## src/hw/rtl/mpq_pkg.sv

```systemverilog
// Package for the multilevel priority queue: sizes, field widths, command and
// status codes, shared structs and the address helper.
// No dependencies; every other file refers to it by scoped names.
`timescale 1ns / 1ps

package mpq_pkg;

    // Storage geometry.
    localparam int MAX_LEVELS  = 8;
    localparam int LEVEL_DEPTH = 16;
    localparam int ID_WIDTH    = 16;

    localparam int LVL_W   = (MAX_LEVELS > 1) ? $clog2(MAX_LEVELS) : 1;
    localparam int ACT_W   = $clog2(MAX_LEVELS + 1);
    localparam int PTR_W   = $clog2(LEVEL_DEPTH);
    localparam int FILL_W  = $clog2(LEVEL_DEPTH + 1);
    localparam int TOTAL_W = $clog2(MAX_LEVELS * LEVEL_DEPTH + 1);
    localparam int MEM_DEPTH = MAX_LEVELS * LEVEL_DEPTH;
    localparam int ADDR_W  = $clog2(MEM_DEPTH);

    // Fixed field widths of the ports.
    localparam int CFG_W    = 4;
    localparam int CMD_W    = 2;
    localparam int TASK_W   = 16;
    localparam int PRIO_W   = 4;
    localparam int STATUS_W = 2;
    localparam int COUNT_W  = 8;
    localparam int LCOUNT_W = 5;

    localparam logic [CFG_W-1:0] LEVELS_RESET = CFG_W'(8);

    // Commands; the unused code behaves as a query.
    localparam logic [CMD_W-1:0] CMD_ENQ   = 2'd0;
    localparam logic [CMD_W-1:0] CMD_DEQ   = 2'd1;
    localparam logic [CMD_W-1:0] CMD_QUERY = 2'd2;

    // Result status codes.
    localparam logic [STATUS_W-1:0] STAT_OK       = 2'd0;
    localparam logic [STATUS_W-1:0] STAT_EMPTY    = 2'd1;
    localparam logic [STATUS_W-1:0] STAT_FULL     = 2'd2;
    localparam logic [STATUS_W-1:0] STAT_BAD_PRIO = 2'd3;

    // Update request from the sequencer to the level bookkeeping.
    typedef struct packed {
        logic enq;
        logic deq;
    } lvl_op_t;

    // Highest non-empty active level.
    typedef struct packed {
        logic             found;
        logic [LVL_W-1:0] lvl;
    } top_t;

    typedef struct packed {
        logic [STATUS_W-1:0] status;
        logic [TASK_W-1:0]   head_task_id;
        logic [PRIO_W-1:0]   head_priority;
        logic [COUNT_W-1:0]  total_count;
        logic [LCOUNT_W-1:0] level_count;
    } out_item_t;

    // Flat store address of slot ptr in level lvl.
    function automatic logic [ADDR_W-1:0] mpq_addr(input logic [LVL_W-1:0] lvl,
                                                   input logic [PTR_W-1:0] ptr);
        return ADDR_W'(32'(lvl) * LEVEL_DEPTH + 32'(ptr));
    endfunction

endpackage

```

## src/hw/rtl/mpq_if.sv

```systemverilog
// Handshake interfaces for the command and result channels of the queue.
// Depends on mpq_pkg for the field widths.
`timescale 1ns / 1ps

interface mpq_cmd_if;
    logic                         valid;
    logic                         ready;
    logic [mpq_pkg::CMD_W-1:0]    cmd;
    logic [mpq_pkg::TASK_W-1:0]   task_id;
    logic [mpq_pkg::PRIO_W-1:0]   priority_req;

    modport source (output valid, output cmd, output task_id, output priority_req,
                    input ready);
    modport sink   (input valid, input cmd, input task_id, input priority_req,
                    output ready);
endinterface

interface mpq_rsp_if;
    logic                          valid;
    logic                          ready;
    logic [mpq_pkg::STATUS_W-1:0]  status;
    logic [mpq_pkg::TASK_W-1:0]    head_task_id;
    logic [mpq_pkg::PRIO_W-1:0]    head_priority;
    logic [mpq_pkg::COUNT_W-1:0]   total_count;
    logic [mpq_pkg::LCOUNT_W-1:0]  level_count;

    modport source (output valid, output status, output head_task_id,
                    output head_priority, output total_count, output level_count,
                    input ready);
    modport sink   (input valid, input status, input head_task_id,
                    input head_priority, input total_count, input level_count,
                    output ready);
endinterface

```

## src/hw/rtl/mpq_store.sv

```systemverilog
// Task store: one memory holding every level's ring of task identifiers.
// Depends on mpq_pkg for depth and widths.
`timescale 1ns / 1ps

module mpq_store (
    input  logic                          clk,
    input  logic                          wr_en,
    input  logic [mpq_pkg::ADDR_W-1:0]    wr_addr,
    input  logic [mpq_pkg::ID_WIDTH-1:0]  wr_data,
    input  logic                          rd_en,
    input  logic [mpq_pkg::ADDR_W-1:0]    rd_addr,
    output logic [mpq_pkg::ID_WIDTH-1:0]  rd_data
);

    logic [mpq_pkg::ID_WIDTH-1:0] mem [mpq_pkg::MEM_DEPTH];
    logic [mpq_pkg::ID_WIDTH-1:0] rd_data_reg;

    always_ff @(posedge clk)
    begin
        if (wr_en)
        begin
            mem[wr_addr] <= wr_data;
        end
    end

    // The read word is held until the next read.
    always_ff @(posedge clk)
    begin
        if (rd_en)
        begin
            rd_data_reg <= mem[rd_addr];
        end
    end

    assign rd_data = rd_data_reg;

endmodule

```

## src/hw/rtl/mpq_levels.sv

```systemverilog
// Per-level bookkeeping: head and tail pointers, fill counts, the total count,
// and the search for the highest non-empty active level. Depends on mpq_pkg.
`timescale 1ns / 1ps

module mpq_levels (
    input  logic                          clk,
    input  logic                          rst_n,
    input  logic [mpq_pkg::ACT_W-1:0]     active,
    input  logic [mpq_pkg::LVL_W-1:0]     sel_lvl,
    input  mpq_pkg::lvl_op_t              op,
    output logic [mpq_pkg::PTR_W-1:0]     sel_head,
    output logic [mpq_pkg::PTR_W-1:0]     sel_tail,
    output logic [mpq_pkg::FILL_W-1:0]    sel_fill,
    output logic [mpq_pkg::TOTAL_W-1:0]   total,
    output mpq_pkg::top_t                 top
);

    logic [mpq_pkg::PTR_W-1:0]   head_reg  [mpq_pkg::MAX_LEVELS];
    logic [mpq_pkg::PTR_W-1:0]   tail_reg  [mpq_pkg::MAX_LEVELS];
    logic [mpq_pkg::FILL_W-1:0]  fill_reg  [mpq_pkg::MAX_LEVELS];
    logic [mpq_pkg::TOTAL_W-1:0] total_reg;
    logic [mpq_pkg::PTR_W-1:0]   head_next;
    logic [mpq_pkg::PTR_W-1:0]   tail_next;

    function automatic logic [mpq_pkg::PTR_W-1:0] wrap_inc(
        input logic [mpq_pkg::PTR_W-1:0] p);
        return (p == mpq_pkg::PTR_W'(mpq_pkg::LEVEL_DEPTH - 1)) ?
               '0 : p + mpq_pkg::PTR_W'(1);
    endfunction

    assign sel_head  = head_reg[sel_lvl];
    assign sel_tail  = tail_reg[sel_lvl];
    assign sel_fill  = fill_reg[sel_lvl];
    assign total     = total_reg;
    assign head_next = wrap_inc(sel_head);
    assign tail_next = wrap_inc(sel_tail);

    // Later (higher) levels override earlier ones.
    always_comb
    begin
        top = '0;
        for (int i = 0; i < mpq_pkg::MAX_LEVELS; i++)
        begin
            if ((32'(i) < 32'(active)) && (fill_reg[i] != '0))
            begin
                top.found = 1'b1;
                top.lvl   = mpq_pkg::LVL_W'(i);
            end
        end
    end

    always_ff @(posedge clk or negedge rst_n)
    begin
        if (!rst_n)
        begin
            for (int i = 0; i < mpq_pkg::MAX_LEVELS; i++)
            begin
                head_reg[i] <= '0;
                tail_reg[i] <= '0;
                fill_reg[i] <= '0;
            end
            total_reg <= '0;
        end
        else if (op.enq)
        begin
            tail_reg[sel_lvl] <= tail_next;
            fill_reg[sel_lvl] <= sel_fill + mpq_pkg::FILL_W'(1);
            total_reg         <= total_reg + mpq_pkg::TOTAL_W'(1);
        end
        else if (op.deq)
        begin
            head_reg[sel_lvl] <= head_next;
            fill_reg[sel_lvl] <= sel_fill - mpq_pkg::FILL_W'(1);
            total_reg         <= total_reg - mpq_pkg::TOTAL_W'(1);
        end
    end

endmodule

```

## src/hw/rtl/multilevel_priority_queue_core.sv

```systemverilog
// Multilevel priority queue core. An enqueue or query passes the states
// EXEC, READ and RESP before its result is registered, a dequeue only EXEC
// and RESP; a new command is taken only in IDLE, after the last result is
// registered. READ holds the task store read of the new head, which for an
// enqueue or query must follow the write and the pointer update. A result
// that waits on the output holds the sequencer until the beat is taken.
// rst_n clears all pointers and counts and sets eight levels in use; the
// task store itself is not cleared.
`timescale 1ns / 1ps

module multilevel_priority_queue_core (
    input  logic                          clk,
    input  logic                          rst_n,
    input  logic                          cfg_we,
    input  logic [mpq_pkg::CFG_W-1:0]     cfg_data,
    mpq_cmd_if.sink                       in_ch,
    mpq_rsp_if.source                     out_ch
);

    // Sequencer states. A command walks through EXEC (update and, for a
    // dequeue, the store read), READ (store read of the new head for the
    // other commands) and RESP (result into the output register).
    localparam logic [1:0] ST_IDLE = 2'd0;
    localparam logic [1:0] ST_EXEC = 2'd1;
    localparam logic [1:0] ST_READ = 2'd2;
    localparam logic [1:0] ST_RESP = 2'd3;

    logic [1:0]                     state_reg, state_next;
    logic [mpq_pkg::CFG_W-1:0]      levels_reg;
    logic [mpq_pkg::CMD_W-1:0]      cmd_reg;
    logic [mpq_pkg::ID_WIDTH-1:0]   tid_reg;
    logic [mpq_pkg::PRIO_W-1:0]     prio_reg;
    logic [mpq_pkg::STATUS_W-1:0]   status_reg, status_next;
    logic [mpq_pkg::PRIO_W-1:0]     head_pr_reg, head_pr_next;
    logic                           out_valid_reg;
    mpq_pkg::out_item_t             out_data_reg;

    logic [mpq_pkg::ACT_W-1:0]      active;
    logic                           prio_ok;
    logic [mpq_pkg::LVL_W-1:0]      prio_lvl;
    logic [mpq_pkg::LVL_W-1:0]      sel_lvl;
    logic                           out_free;

    mpq_pkg::lvl_op_t               op;
    mpq_pkg::top_t                  top;
    logic [mpq_pkg::PTR_W-1:0]      sel_head;
    logic [mpq_pkg::PTR_W-1:0]      sel_tail;
    logic [mpq_pkg::FILL_W-1:0]     sel_fill;
    logic [mpq_pkg::TOTAL_W-1:0]    total;

    logic                           wr_en;
    logic                           rd_en;
    logic [mpq_pkg::ADDR_W-1:0]     rd_addr;
    logic [mpq_pkg::ID_WIDTH-1:0]   rd_data;

    // A level count of zero acts as one, and anything past the number of
    // levels built acts as that number.
    always_comb
    begin
        if (levels_reg == '0)
        begin
            active = mpq_pkg::ACT_W'(1);
        end
        else if (32'(levels_reg) > mpq_pkg::MAX_LEVELS)
        begin
            active = mpq_pkg::ACT_W'(mpq_pkg::MAX_LEVELS);
        end
        else
        begin
            active = mpq_pkg::ACT_W'(levels_reg);
        end
    end

    assign prio_ok  = (prio_reg != '0) && (32'(prio_reg) <= 32'(active));
    assign prio_lvl = mpq_pkg::LVL_W'(prio_reg - mpq_pkg::PRIO_W'(1));

    // The bookkeeping is looked at through one level at a time: the named
    // level for enqueue, query and the reported fill, the top level for the
    // dequeue and for the head read.
    assign sel_lvl = ((state_reg == ST_RESP) ||
                      ((state_reg == ST_EXEC) && (cmd_reg != mpq_pkg::CMD_DEQ))) ?
                     prio_lvl : top.lvl;

    assign out_free = !out_valid_reg || out_ch.ready;
    assign in_ch.ready = (state_reg == ST_IDLE);

    always_comb
    begin
        state_next   = state_reg;
        status_next  = status_reg;
        head_pr_next = head_pr_reg;
        op           = '0;
        wr_en        = 1'b0;
        rd_en        = 1'b0;
        rd_addr      = mpq_pkg::mpq_addr(top.lvl, sel_head);
        unique case (state_reg)
            ST_IDLE:
            begin
                status_next  = mpq_pkg::STAT_OK;
                head_pr_next = '0;
                if (in_ch.valid)
                begin
                    state_next = ST_EXEC;
                end
            end
            ST_EXEC:
            begin
                if (cmd_reg == mpq_pkg::CMD_DEQ)
                begin
                    // An empty dequeue reports no head; the read is skipped.
                    if (top.found)
                    begin
                        rd_en        = 1'b1;
                        op.deq       = 1'b1;
                        head_pr_next = mpq_pkg::PRIO_W'(32'(top.lvl) + 1);
                    end
                    else
                    begin
                        status_next = mpq_pkg::STAT_EMPTY;
                    end
                    state_next = ST_RESP;
                end
                else
                begin
                    if (!prio_ok)
                    begin
                        status_next = mpq_pkg::STAT_BAD_PRIO;
                    end
                    else if (cmd_reg == mpq_pkg::CMD_ENQ)
                    begin
                        if (32'(sel_fill) >= mpq_pkg::LEVEL_DEPTH)
                        begin
                            status_next = mpq_pkg::STAT_FULL;
                        end
                        else
                        begin
                            wr_en  = 1'b1;
                            op.enq = 1'b1;
                        end
                    end
                    state_next = ST_READ;
                end
            end
            ST_READ:
            begin
                // Front of the highest non-empty level after the update.
                if (top.found)
                begin
                    rd_en        = 1'b1;
                    head_pr_next = mpq_pkg::PRIO_W'(32'(top.lvl) + 1);
                end
                state_next = ST_RESP;
            end
            ST_RESP:
            begin
                if (out_free)
                begin
                    state_next = ST_IDLE;
                end
            end
            default:
            begin
                state_next = ST_IDLE;
            end
        endcase
    end

    always_ff @(posedge clk or negedge rst_n)
    begin
        if (!rst_n)
        begin
            state_reg     <= ST_IDLE;
            levels_reg    <= mpq_pkg::LEVELS_RESET;
            out_valid_reg <= 1'b0;
        end
        else
        begin
            state_reg <= state_next;
            if (cfg_we)
            begin
                levels_reg <= cfg_data;
            end
            if ((state_reg == ST_RESP) && out_free)
            begin
                out_valid_reg <= 1'b1;
            end
            else if (out_ch.ready)
            begin
                out_valid_reg <= 1'b0;
            end
        end
    end

    // Command fields and working values; no reset needed.
    always_ff @(posedge clk)
    begin
        status_reg  <= status_next;
        head_pr_reg <= head_pr_next;
        if (in_ch.valid && in_ch.ready)
        begin
            cmd_reg  <= in_ch.cmd;
            tid_reg  <= mpq_pkg::ID_WIDTH'(in_ch.task_id);
            prio_reg <= in_ch.priority_req;
        end
        if ((state_reg == ST_RESP) && out_free)
        begin
            out_data_reg.status        <= status_reg;
            out_data_reg.head_task_id  <= (head_pr_reg != '0) ?
                                          mpq_pkg::TASK_W'(rd_data) : '0;
            out_data_reg.head_priority <= head_pr_reg;
            out_data_reg.total_count   <= mpq_pkg::COUNT_W'(total);
            out_data_reg.level_count   <= prio_ok ? mpq_pkg::LCOUNT_W'(sel_fill) : '0;
        end
    end

    assign out_ch.valid         = out_valid_reg;
    assign out_ch.status        = out_data_reg.status;
    assign out_ch.head_task_id  = out_data_reg.head_task_id;
    assign out_ch.head_priority = out_data_reg.head_priority;
    assign out_ch.total_count   = out_data_reg.total_count;
    assign out_ch.level_count   = out_data_reg.level_count;

    mpq_levels u_levels (
        .clk      (clk),
        .rst_n    (rst_n),
        .active   (active),
        .sel_lvl  (sel_lvl),
        .op       (op),
        .sel_head (sel_head),
        .sel_tail (sel_tail),
        .sel_fill (sel_fill),
        .total    (total),
        .top      (top)
    );

    mpq_store u_store (
        .clk     (clk),
        .wr_en   (wr_en),
        .wr_addr (mpq_pkg::mpq_addr(prio_lvl, sel_tail)),
        .wr_data (tid_reg),
        .rd_en   (rd_en),
        .rd_addr (rd_addr),
        .rd_data (rd_data)
    );

endmodule

```

## src/flat_wrapper.sv

```systemverilog
// flat-port wrapper written by rule: the top's interface ports become plain ports
module multilevel_priority_queue_core_flat 
  (clk, rst_n, cfg_we, cfg_data, in_ch_valid, in_ch_cmd, in_ch_task_id, in_ch_priority_req, in_ch_ready, out_ch_valid, out_ch_status, out_ch_head_task_id, out_ch_head_priority, out_ch_total_count, out_ch_level_count, out_ch_ready);
  mpq_cmd_if in_ch_i ();
  mpq_rsp_if out_ch_i ();
  input  logic clk;
  input  logic rst_n;
  input  logic cfg_we;
  input  logic [mpq_pkg::CFG_W-1:0] cfg_data;
  input wire logic [$bits(in_ch_i.valid)-1:0] in_ch_valid;
  input wire logic [$bits(in_ch_i.cmd)-1:0] in_ch_cmd;
  input wire logic [$bits(in_ch_i.task_id)-1:0] in_ch_task_id;
  input wire logic [$bits(in_ch_i.priority_req)-1:0] in_ch_priority_req;
  output wire logic [$bits(in_ch_i.ready)-1:0] in_ch_ready;
  output wire logic [$bits(out_ch_i.valid)-1:0] out_ch_valid;
  output wire logic [$bits(out_ch_i.status)-1:0] out_ch_status;
  output wire logic [$bits(out_ch_i.head_task_id)-1:0] out_ch_head_task_id;
  output wire logic [$bits(out_ch_i.head_priority)-1:0] out_ch_head_priority;
  output wire logic [$bits(out_ch_i.total_count)-1:0] out_ch_total_count;
  output wire logic [$bits(out_ch_i.level_count)-1:0] out_ch_level_count;
  input wire logic [$bits(out_ch_i.ready)-1:0] out_ch_ready;
  assign in_ch_i.valid = in_ch_valid;
  assign in_ch_i.cmd = in_ch_cmd;
  assign in_ch_i.task_id = in_ch_task_id;
  assign in_ch_i.priority_req = in_ch_priority_req;
  assign in_ch_ready = in_ch_i.ready;
  assign out_ch_valid = out_ch_i.valid;
  assign out_ch_status = out_ch_i.status;
  assign out_ch_head_task_id = out_ch_i.head_task_id;
  assign out_ch_head_priority = out_ch_i.head_priority;
  assign out_ch_total_count = out_ch_i.total_count;
  assign out_ch_level_count = out_ch_i.level_count;
  assign out_ch_i.ready = out_ch_ready;
  multilevel_priority_queue_core u_core (.clk(clk), .rst_n(rst_n), .cfg_we(cfg_we), .cfg_data(cfg_data), .in_ch(in_ch_i), .out_ch(out_ch_i));
endmodule
```

## config.mk

```make
export PLATFORM = sky130hd
export DESIGN_NAME = multilevel_priority_queue_core_flat
export DESIGN_NICKNAME = d
export VERILOG_FILES = /design/src/hw/rtl/mpq_pkg.sv /design/src/hw/rtl/mpq_if.sv /design/src/hw/rtl/mpq_store.sv /design/src/hw/rtl/mpq_levels.sv /design/src/hw/rtl/multilevel_priority_queue_core.sv /design/src/flat_wrapper.sv
export SDC_FILE = /design/constraint.sdc
export NUM_CORES = 2
export LEC_CHECK = 0
export BUFFER_PORTS_ARGS = -buffer_cell sky130_fd_sc_hd__buf_2
export CORE_ASPECT_RATIO = 0.7
export CORE_MARGIN = 2
export CORE_UTILIZATION = 34
export DETAILED_ROUTE_END_ITERATION = 7
export PLACE_DENSITY = 0.57
export SLEW_MARGIN = 0
export SYNTH_ARGS = -nofsm -noshare
export SYNTH_HDL_FRONTEND = slang
export SYNTH_SLANG_ARGS = --single-unit
```

## constraint.sdc

```tcl
create_clock -name clk -period 9.9 [get_ports clk]
set_input_delay 0.99 -clock clk [delete_from_list [all_inputs] [get_ports clk]]
set_output_delay 0.99 -clock clk [all_outputs]
set_load 0.03 [all_outputs]
```

# Word-level counts from Yosys, hierarchy flattened

Memories as Yosys holds them, arrays and structs flattened. A register that Yosys moved wholly into a read port is not among the register bits.
Index checks and enable logic that the tools add are counted.

Memories: 1
Output and inout port bits: 37
Word-level logic and storage cells: 174
Register bits after elaboration: 182
Memory bits (writable): 2048

$add $sub $neg: 10
Order comparisons: 13
Reductions and logical operators: 37
Bitwise logic cells: 2
Equal/unequal tests: 13
Mux-type cells: 60

Memories:

| name               | depth | bits a word | read ports | clocked after Yosys merged registers in | write ports | RTL line        | RTL |
|---|---|---|---|---|---|---|---|
| u_core.u_store.mem | 128   | 16          | 1          | 1                                       | 1           | mpq_store.sv:15 | `logic [mpq_pkg::ID_WIDTH-1:0] mem [mpq_pkg::MEM_DEPTH];` |

Operator list:

| kind                  | number |
|---|---|
| $bwmux W40            | 2 |
| $mux W40              | 2 |
| $mux W4               | 19 |
| $bwmux W32            | 2 |
| $reduce_bool A5 Y1    | 8 |
| $bmux W4 S3           | 2 |
| $lt A3 B4 Y1 const A  | 4 |
| $mux W2               | 8 |
| $mux W8               | 2 |
| $bmux W5 S3           | 1 |
| $demux W5 S3          | 1 |
| $mux W5               | 3 |
| $add A7 B4 Y7         | 2 |
| $logic_and A1 B1 Y1   | 13 |
| $demux W4 S3          | 1 |
| $mux W1               | 12 |
| $pmux W4 S3           | 1 |
| $add A4 B1 Y4 const B | 2 |
| $add A8 B1 Y8 const B | 1 |
| $eq A4 B4 Y1 const B  | 2 |
| $lt A1 B4 Y1 const A  | 2 |
| $lt A2 B4 Y1 const A  | 2 |
| $ne A4 B4 Y1 const B  | 2 |
| $pmux W2 S4           | 1 |
| other kinds (29)      | 40 |

# Depth between registers and ports, before layout

Depth after elaboration: 26
Mapped depth: 23
Gate-level depth less buffers: 19

# Hierarchy

A second synthesis with hierarchy kept.

Cells, all modules: 3853
Area total of the unflattened synthesis: 87491.4 µm²

Modules (own cells, without submodules):

| module                         | area an instance (µm²) | times used | cells an instance |
|---|---|---|---|
| mpq_store                      | 78683.0                | 1          | 3086 |
| mpq_levels                     | 6014.5                 | 1          | 594 |
| multilevel_priority_queue_core | 2793.9                 | 1          | 173 |

# Worst setup path after synthesis

OpenSTA, ideal clock, no wires.

Path kind: flip-flop to flip-flop
Start: register u_core.prio_reg[0] in the netlist's numbering
End: memory u_core.u_store.mem[88][0] in the netlist's numbering, enable pin
Required time: 9.511 ns
Cell stages (with the launch flop): 17
Slack: 4.982 ns
Buffers on the path: 4
Arrival time: 4.529 ns
Clock period less this slack: 4.918 ns
Path through: edfxtp_1 inv_1 ha_1 xor2_1 clkbuf_1 nor2_1 a32o_1 a222oi_1 mux2i_1 a221o_1 or4_1 buf_2 inv_1 buf_2 nand3_1 clkbuf_1 nor2_1

Cells in the longest elaborated chain, start to end: 14
Elaborated cells on any way between the ends: 21

RTL lines:

| element                                    | RTL line                              | RTL |
|---|---|---|
| start, declared                            | multilevel_priority_queue_core.sv:32  | `logic [mpq_pkg::PRIO_W-1:0] prio_reg;` |
| start signal, assigned                     | multilevel_priority_queue_core.sv:203 | `prio_reg <= in_ch.priority_req;` |
| $sub A3 B1 Y3                              | multilevel_priority_queue_core.sv:75  | `assign prio_lvl = mpq_pkg::LVL_W'(prio_reg - mpq_pkg::PRIO_W'(1));` |
| $mux W3                                    | multilevel_priority_queue_core.sv:81  | `((state_reg == ST_EXEC) && (cmd_reg != mpq_pkg::CMD_DEQ))) ?` |
| $not A3 Y4 (not written as such)           | mpq_levels.sv:32, mpq_levels.sv:33    |  |
| $bmux W5 S3                                | mpq_levels.sv:33                      | `assign sel_fill = fill_reg[sel_lvl];` |
| $mux W5 (not written as such) (2 in a row) | mpq_levels.sv:33                      |  |
| $ge A5 B5 Y1                               | multilevel_priority_queue_core.sv:131 | `if (32'(sel_fill) >= mpq_pkg::LEVEL_DEPTH)` |
| $mux W1                                    | multilevel_priority_queue_core.sv:131 |  |
| $mux W1                                    | multilevel_priority_queue_core.sv:129 | `else if (cmd_reg == mpq_pkg::CMD_ENQ)` |
| $mux W1                                    | multilevel_priority_queue_core.sv:125 | `if (!prio_ok)` |
| $mux W1                                    | multilevel_priority_queue_core.sv:108 | `if (cmd_reg == mpq_pkg::CMD_DEQ)` |
| $mux W1                                    | multilevel_priority_queue_core.sv:96  | `unique case (state_reg)` |
| $mux W1                                    | mpq_store.sv:20                       | `if (wr_en)` |
| $mux W1 (not written as such)              | mpq_store.sv:22                       | `mem[wr_addr] <= wr_data;` |
| end, declared                              | mpq_store.sv:15                       |  |

Several ways; a longest one is shown, not always the timed one. The select of a mux whose other input is x is not followed.

# Final worst setup path

Start: register u_core.u_levels.fill_reg[4] in the netlist's numbering
End: register u_core.u_store.rd_data_reg, in the netlist u_core.u_store.rd_data[6] (read register of u_core.u_store.mem), data pin

Cells in the longest elaborated chain, start to end: 9
Elaborated cells on any way between the ends: 12

RTL lines:

| element                                    | RTL line                             | RTL |
|---|---|---|
| start, declared                            | mpq_levels.sv:20                     | `logic [mpq_pkg::FILL_W-1:0] fill_reg [mpq_pkg::MAX_LEVELS];` |
| start signal, assigned by index            | mpq_levels.sv:67                     | `fill_reg[sel_lvl] <= sel_fill + mpq_pkg::FILL_W'(1);` |
| start signal, assigned by index            | mpq_levels.sv:73                     | `fill_reg[sel_lvl] <= sel_fill - mpq_pkg::FILL_W'(1);` |
| $reduce_bool A5 Y1 *                       | mpq_levels.sv:44                     | `if ((32'(i) < 32'(active)) && (fill_reg[i] != '0))` |
| $logic_and A1 B1 Y1 *                      | mpq_levels.sv:44                     |  |
| $mux W4 *                                  | mpq_levels.sv:44                     |  |
| $mux W3                                    | multilevel_priority_queue_core.sv:81 |  |
| $not A3 Y4 (not written as such)           | mpq_levels.sv:31                     | `assign sel_head = head_reg[sel_lvl];` |
| $bmux W4 S3                                | mpq_levels.sv:31                     |  |
| $mux W4 (not written as such) (2 in a row) | mpq_levels.sv:31                     |  |
| $add A7 B4 Y7                              | mpq_pkg.sv:66                        | `return ADDR_W'(32'(lvl) * LEVEL_DEPTH + 32'(ptr));` |
| end, declared                              | mpq_store.sv:16                      | `logic [mpq_pkg::ID_WIDTH-1:0] rd_data_reg;` |

Every way passes the cells marked *; elsewhere a longest branch is shown, timed or not. The select of a mux whose other input is x is not followed.
A chain may end at the register's enable or synchronous reset.

==> impl_metrics.csv <==
group,metric,value,unit
clock_network,root_buffer,"clkbuf_16",
clock_network,clk_latency,0.90,ns
timing,final-max-slew-violation-count,0,
finish,largest_register_ffs,2048,
routing,vias,54900,
clock_network,cts.path.max_buffers,4,
clock_network,htreeDepth,4,
placed_design,dp_hpwl,175000,um
worst_setup_path,cp-end-kind,"register",
logic_synthesis,synth_compound_area_share,4.64,%
worst_setup_path,start_kind,"register",
routing,dr.pass1.iters,6,
logic_synthesis,synth-seq-cells,2246,
floorplan,die_area,267000,sq um
logic_synthesis,ys_types,89,
timing,relSlewSlack,3.30,%
clock_network,path_clk_slew,0.07,ns
floorplan,ios,68,
worst_setup_path,crit_buf_inv,3,
global_routing,first_global_vias,51000,
logic_synthesis,syn_inst,5912,
logic_synthesis,ys_warn_count,0,
finish,final_layout_size_suffix_gt1_share,13.9,%
placed_design,gp_congestion,0.919,
finish,largest_register,"u_core.u_store.mem",
timing,max_freq,129,MHz
worst_setup_path,worst_ep_required_time,10.53,ns
worst_setup_path,crit_family,"compound AO/OA/AOI/OAI gates",
timing,finalCriticalPeriod,7.73,ns
clock_network,postCtsResizedCells,0,
logic_synthesis,synth_nets,5965,
clock_network,cts.sinks,2246,
timing,rsz0062_at_grt,"no",
logic_synthesis,synth_top_family_by_area,"simple AND/OR/NAND/NOR gates",
clock_network,cts_tree,"done",
logic_synthesis,synth-simple-area-share,11.0,%
routing,drcViolationCount,0,
logic_synthesis,synth_ff_type,"edfxtp_1",
worst_setup_path,regToRegSetupSlack,2.17,ns
logic_synthesis,synthTopCellsByCount,"edfxtp_1, nand2_1, nand3_1",
routing,ant_nets,0,
worst_setup_path,max_stage_delay,0.83,ns
global_routing,grt_max_degree,146,
floorplan,fp-row-count,157,
placed_design,port_buffers,67,
logic_synthesis,syn-cell-area,89300,sq um
placed_design,dpl_worst_slack,2.38,ns
logic_synthesis,synth_mux_area_share,6.80,%
logic_synthesis,synth-edff-count,2127,
routing,vias_per_cell,5.60,
min_path,hold_path.class,"primary input to asynchronous set/reset pin",
floorplan,start_util,34.2,%
floorplan,core_region_area,261000,sq um
finish,final_nets,6181,
timing,tightest_slew,1.44,ns
timing,fin_worst_skew,0.0832,ns
worst_setup_path,crit_chain,"or4_1 -> o21ai_4 -> o211ai_1 -> buf_4 -> o21ai_0 -> a221oi_1 -> a22o_4 -> inv_8 -> buf_4 -> mux4_2 -> a22oi_1 -> nand4_1 -> or4_1 -> or3_1",
global_routing,grt_antenna_before_repair,29,
logic_synthesis,synthTopCellsByArea,"edfxtp_1, nand2_1, mux4_2, dfrtp_1, nand3_1",
global_routing,grt_pass1_wl,397000,um
floorplan,die_h,433,um
routing,wirelength,285000,um
floorplan,die_w,617,um
logic_synthesis,synth_top_area_cell,"edfxtp_1",
clock_network,cts_setup_buffers,0,
timing,finalSetupTns,0,ns
worst_setup_path,cp_slowest_cell,"o21ai_0",
worst_setup_path,critPathKind,"register to register",
logic_synthesis,synth.most_common_cell,"edfxtp_1",
finish,area_growth,13.2,%
clock_network,cts_made_buffers,212,
timing,holdWs,0.231,ns
worst_setup_path,arrival,8.36,ns
routing,drtIter0Drc,9193,
timing,setup_violations,0,
worst_setup_path,r2r-end,"u_core.u_store.rd_data[6]$_DFFE_PP_",
timing,hold_viol,0,
logic_synthesis,synth_xor_area_share,0.147,%
timing,finalWorstSetupSlack,2.17,ns
worst_setup_path,r2r_start,"u_core.u_levels.fill_reg[4]$_DFFE_PN0P_",
routing,wl_per_cell,29.1,um
global_routing,grtUsageTotal,20.9,%
worst_setup_path,crit_path_max_fanout,103,
clock_network,cts_hold_buffers,0,
logic_synthesis,synthAdderAreaFrac,0.317,%
logic_synthesis,ys_async_sr_fraction,5.30,%
job,cap_violations,0,
global_routing,overflow,0,
run_status,status,"completed",
logic_synthesis,seq_area_frac_synth,74.9,%
worst_setup_path,reg2reg_depth,14,
timing,fin_crit_sh,78.1,%
logic_synthesis,syn_area_per_cell,15.1,sq um
logic_synthesis,synth_top_area_share,71.5,%
-- how the worst max path moves through the flow --
stage / start / to / slack [ns] / cells past startpoint
after CTS: u_core.u_levels.fill_reg[4]$_DFFE_PN0P_ / u_core.u_store.rd_data[6]$_DFFE_PP_ / 2.38 / 14
after floorplan: u_core.prio_reg[0]$_DFFE_PP_ / u_core.u_store.mem[88][0]$_DFFE_PP_ / 4.98 / 16
after global placement: u_core.u_levels.fill_reg[4]$_DFFE_PN0P_ / u_core.u_store.rd_data[6]$_DFFE_PP_ / 2.29 / 14
after global routing: u_core.u_levels.fill_reg[4]$_DFFE_PN0P_ / u_core.u_store.rd_data[6]$_DFFE_PP_ / 2.15 / 14
after detailed placement: u_core.u_levels.fill_reg[4]$_DFFE_PN0P_ / u_core.u_store.rd_data[6]$_DFFE_PP_ / 2.38 / 14
final: u_core.u_levels.fill_reg[4]$_DFFE_PN0P_ / u_core.u_store.rd_data[6]$_DFFE_PP_ / 2.17 / 14
-- worst register-to-register path: stages, from the launching register on --
cell,delay [ns]
dfrtp_1,0.39
or4_1,0.59
o21ai_4,0.63
o211ai_1,0.19
buf_4,0.24
o21ai_0,0.83
a221oi_1,0.23
a22o_4,0.50
inv_8,0.67
buf_4,0.79
mux4_2,0.40
a22oi_1,0.38
nand4_1,0.52
or4_1,0.78
or3_1,0.35
-- kinds of logic (layout without fill, tap and decap cells) --
logic type                 after synthesis  in the layout
other                                    0              9
buffers and inverters                  354            730
DFF                                   2246           2246
adders and majority gates               22             22
and+or+nand+nor                       2275           2275
muxes                                  408            408
xor gates and xnor gates                15             15
AOI/OAI and AO/OA                      592            592
-- cell usage in the layout, fill, tap and decap left out, types with 86 or more instances in the layout --
cell type and count:
a21oi_1 123, edfxtp_1 2127, mux4_2 142, clkbuf_16 214, nor2_1 228, mux2i_1 180
a31oi_1 103, nand3_1 505, nand4_1 86, dfrtp_1 118, buf_4 246, nand2_1 1280
-- through the flow --
step | instance area (sq um) | util (%) | std cells
5_1_grt | 101000 | 38.7 | 9786
3_5_place_dp | 94400 | 36.1 | 9412
6_report | 101000 | 38.7 | 9795
2_1_floorplan | 89300 | - | 5912
4_1_cts | 101000 | 38.7 | 9786
3_3_place_gp | 94400 | 36.1 | 9412
-- layout make-up --
| class | instances | area, sq um |
|---|---|---|
| Sequential cell | 2246 | 66900 |
| Clock inverter | 110 | 1100 |
| Multi-Input combinational cell | 3312 | 20700 |
| Clock buffer | 264 | 5550 |
| Tap cell | 3498 | 4380 |
| Fill cell | 24100 | 160000 |
| Antenna cell | 9 | 22.5 |
| Inverter | 34 | 148 |
| Timing Repair Buffer | 322 | 2380 |
-- routing by layer --
metal  track usage, %  wire, um  share of wire, %  vias up
met1             32.1    124000                43    28100
li1                 -         -                 -    23000
met3             6.71     40100                14      400
met5                0        75             0.026        -
met4             4.78      6860               2.4       12
met2             28.2    114000                40     3349
Power is left out: the tool's default activity adds up to more than one toggle a clock period on the data nets, which glitch-free logic cannot reach.
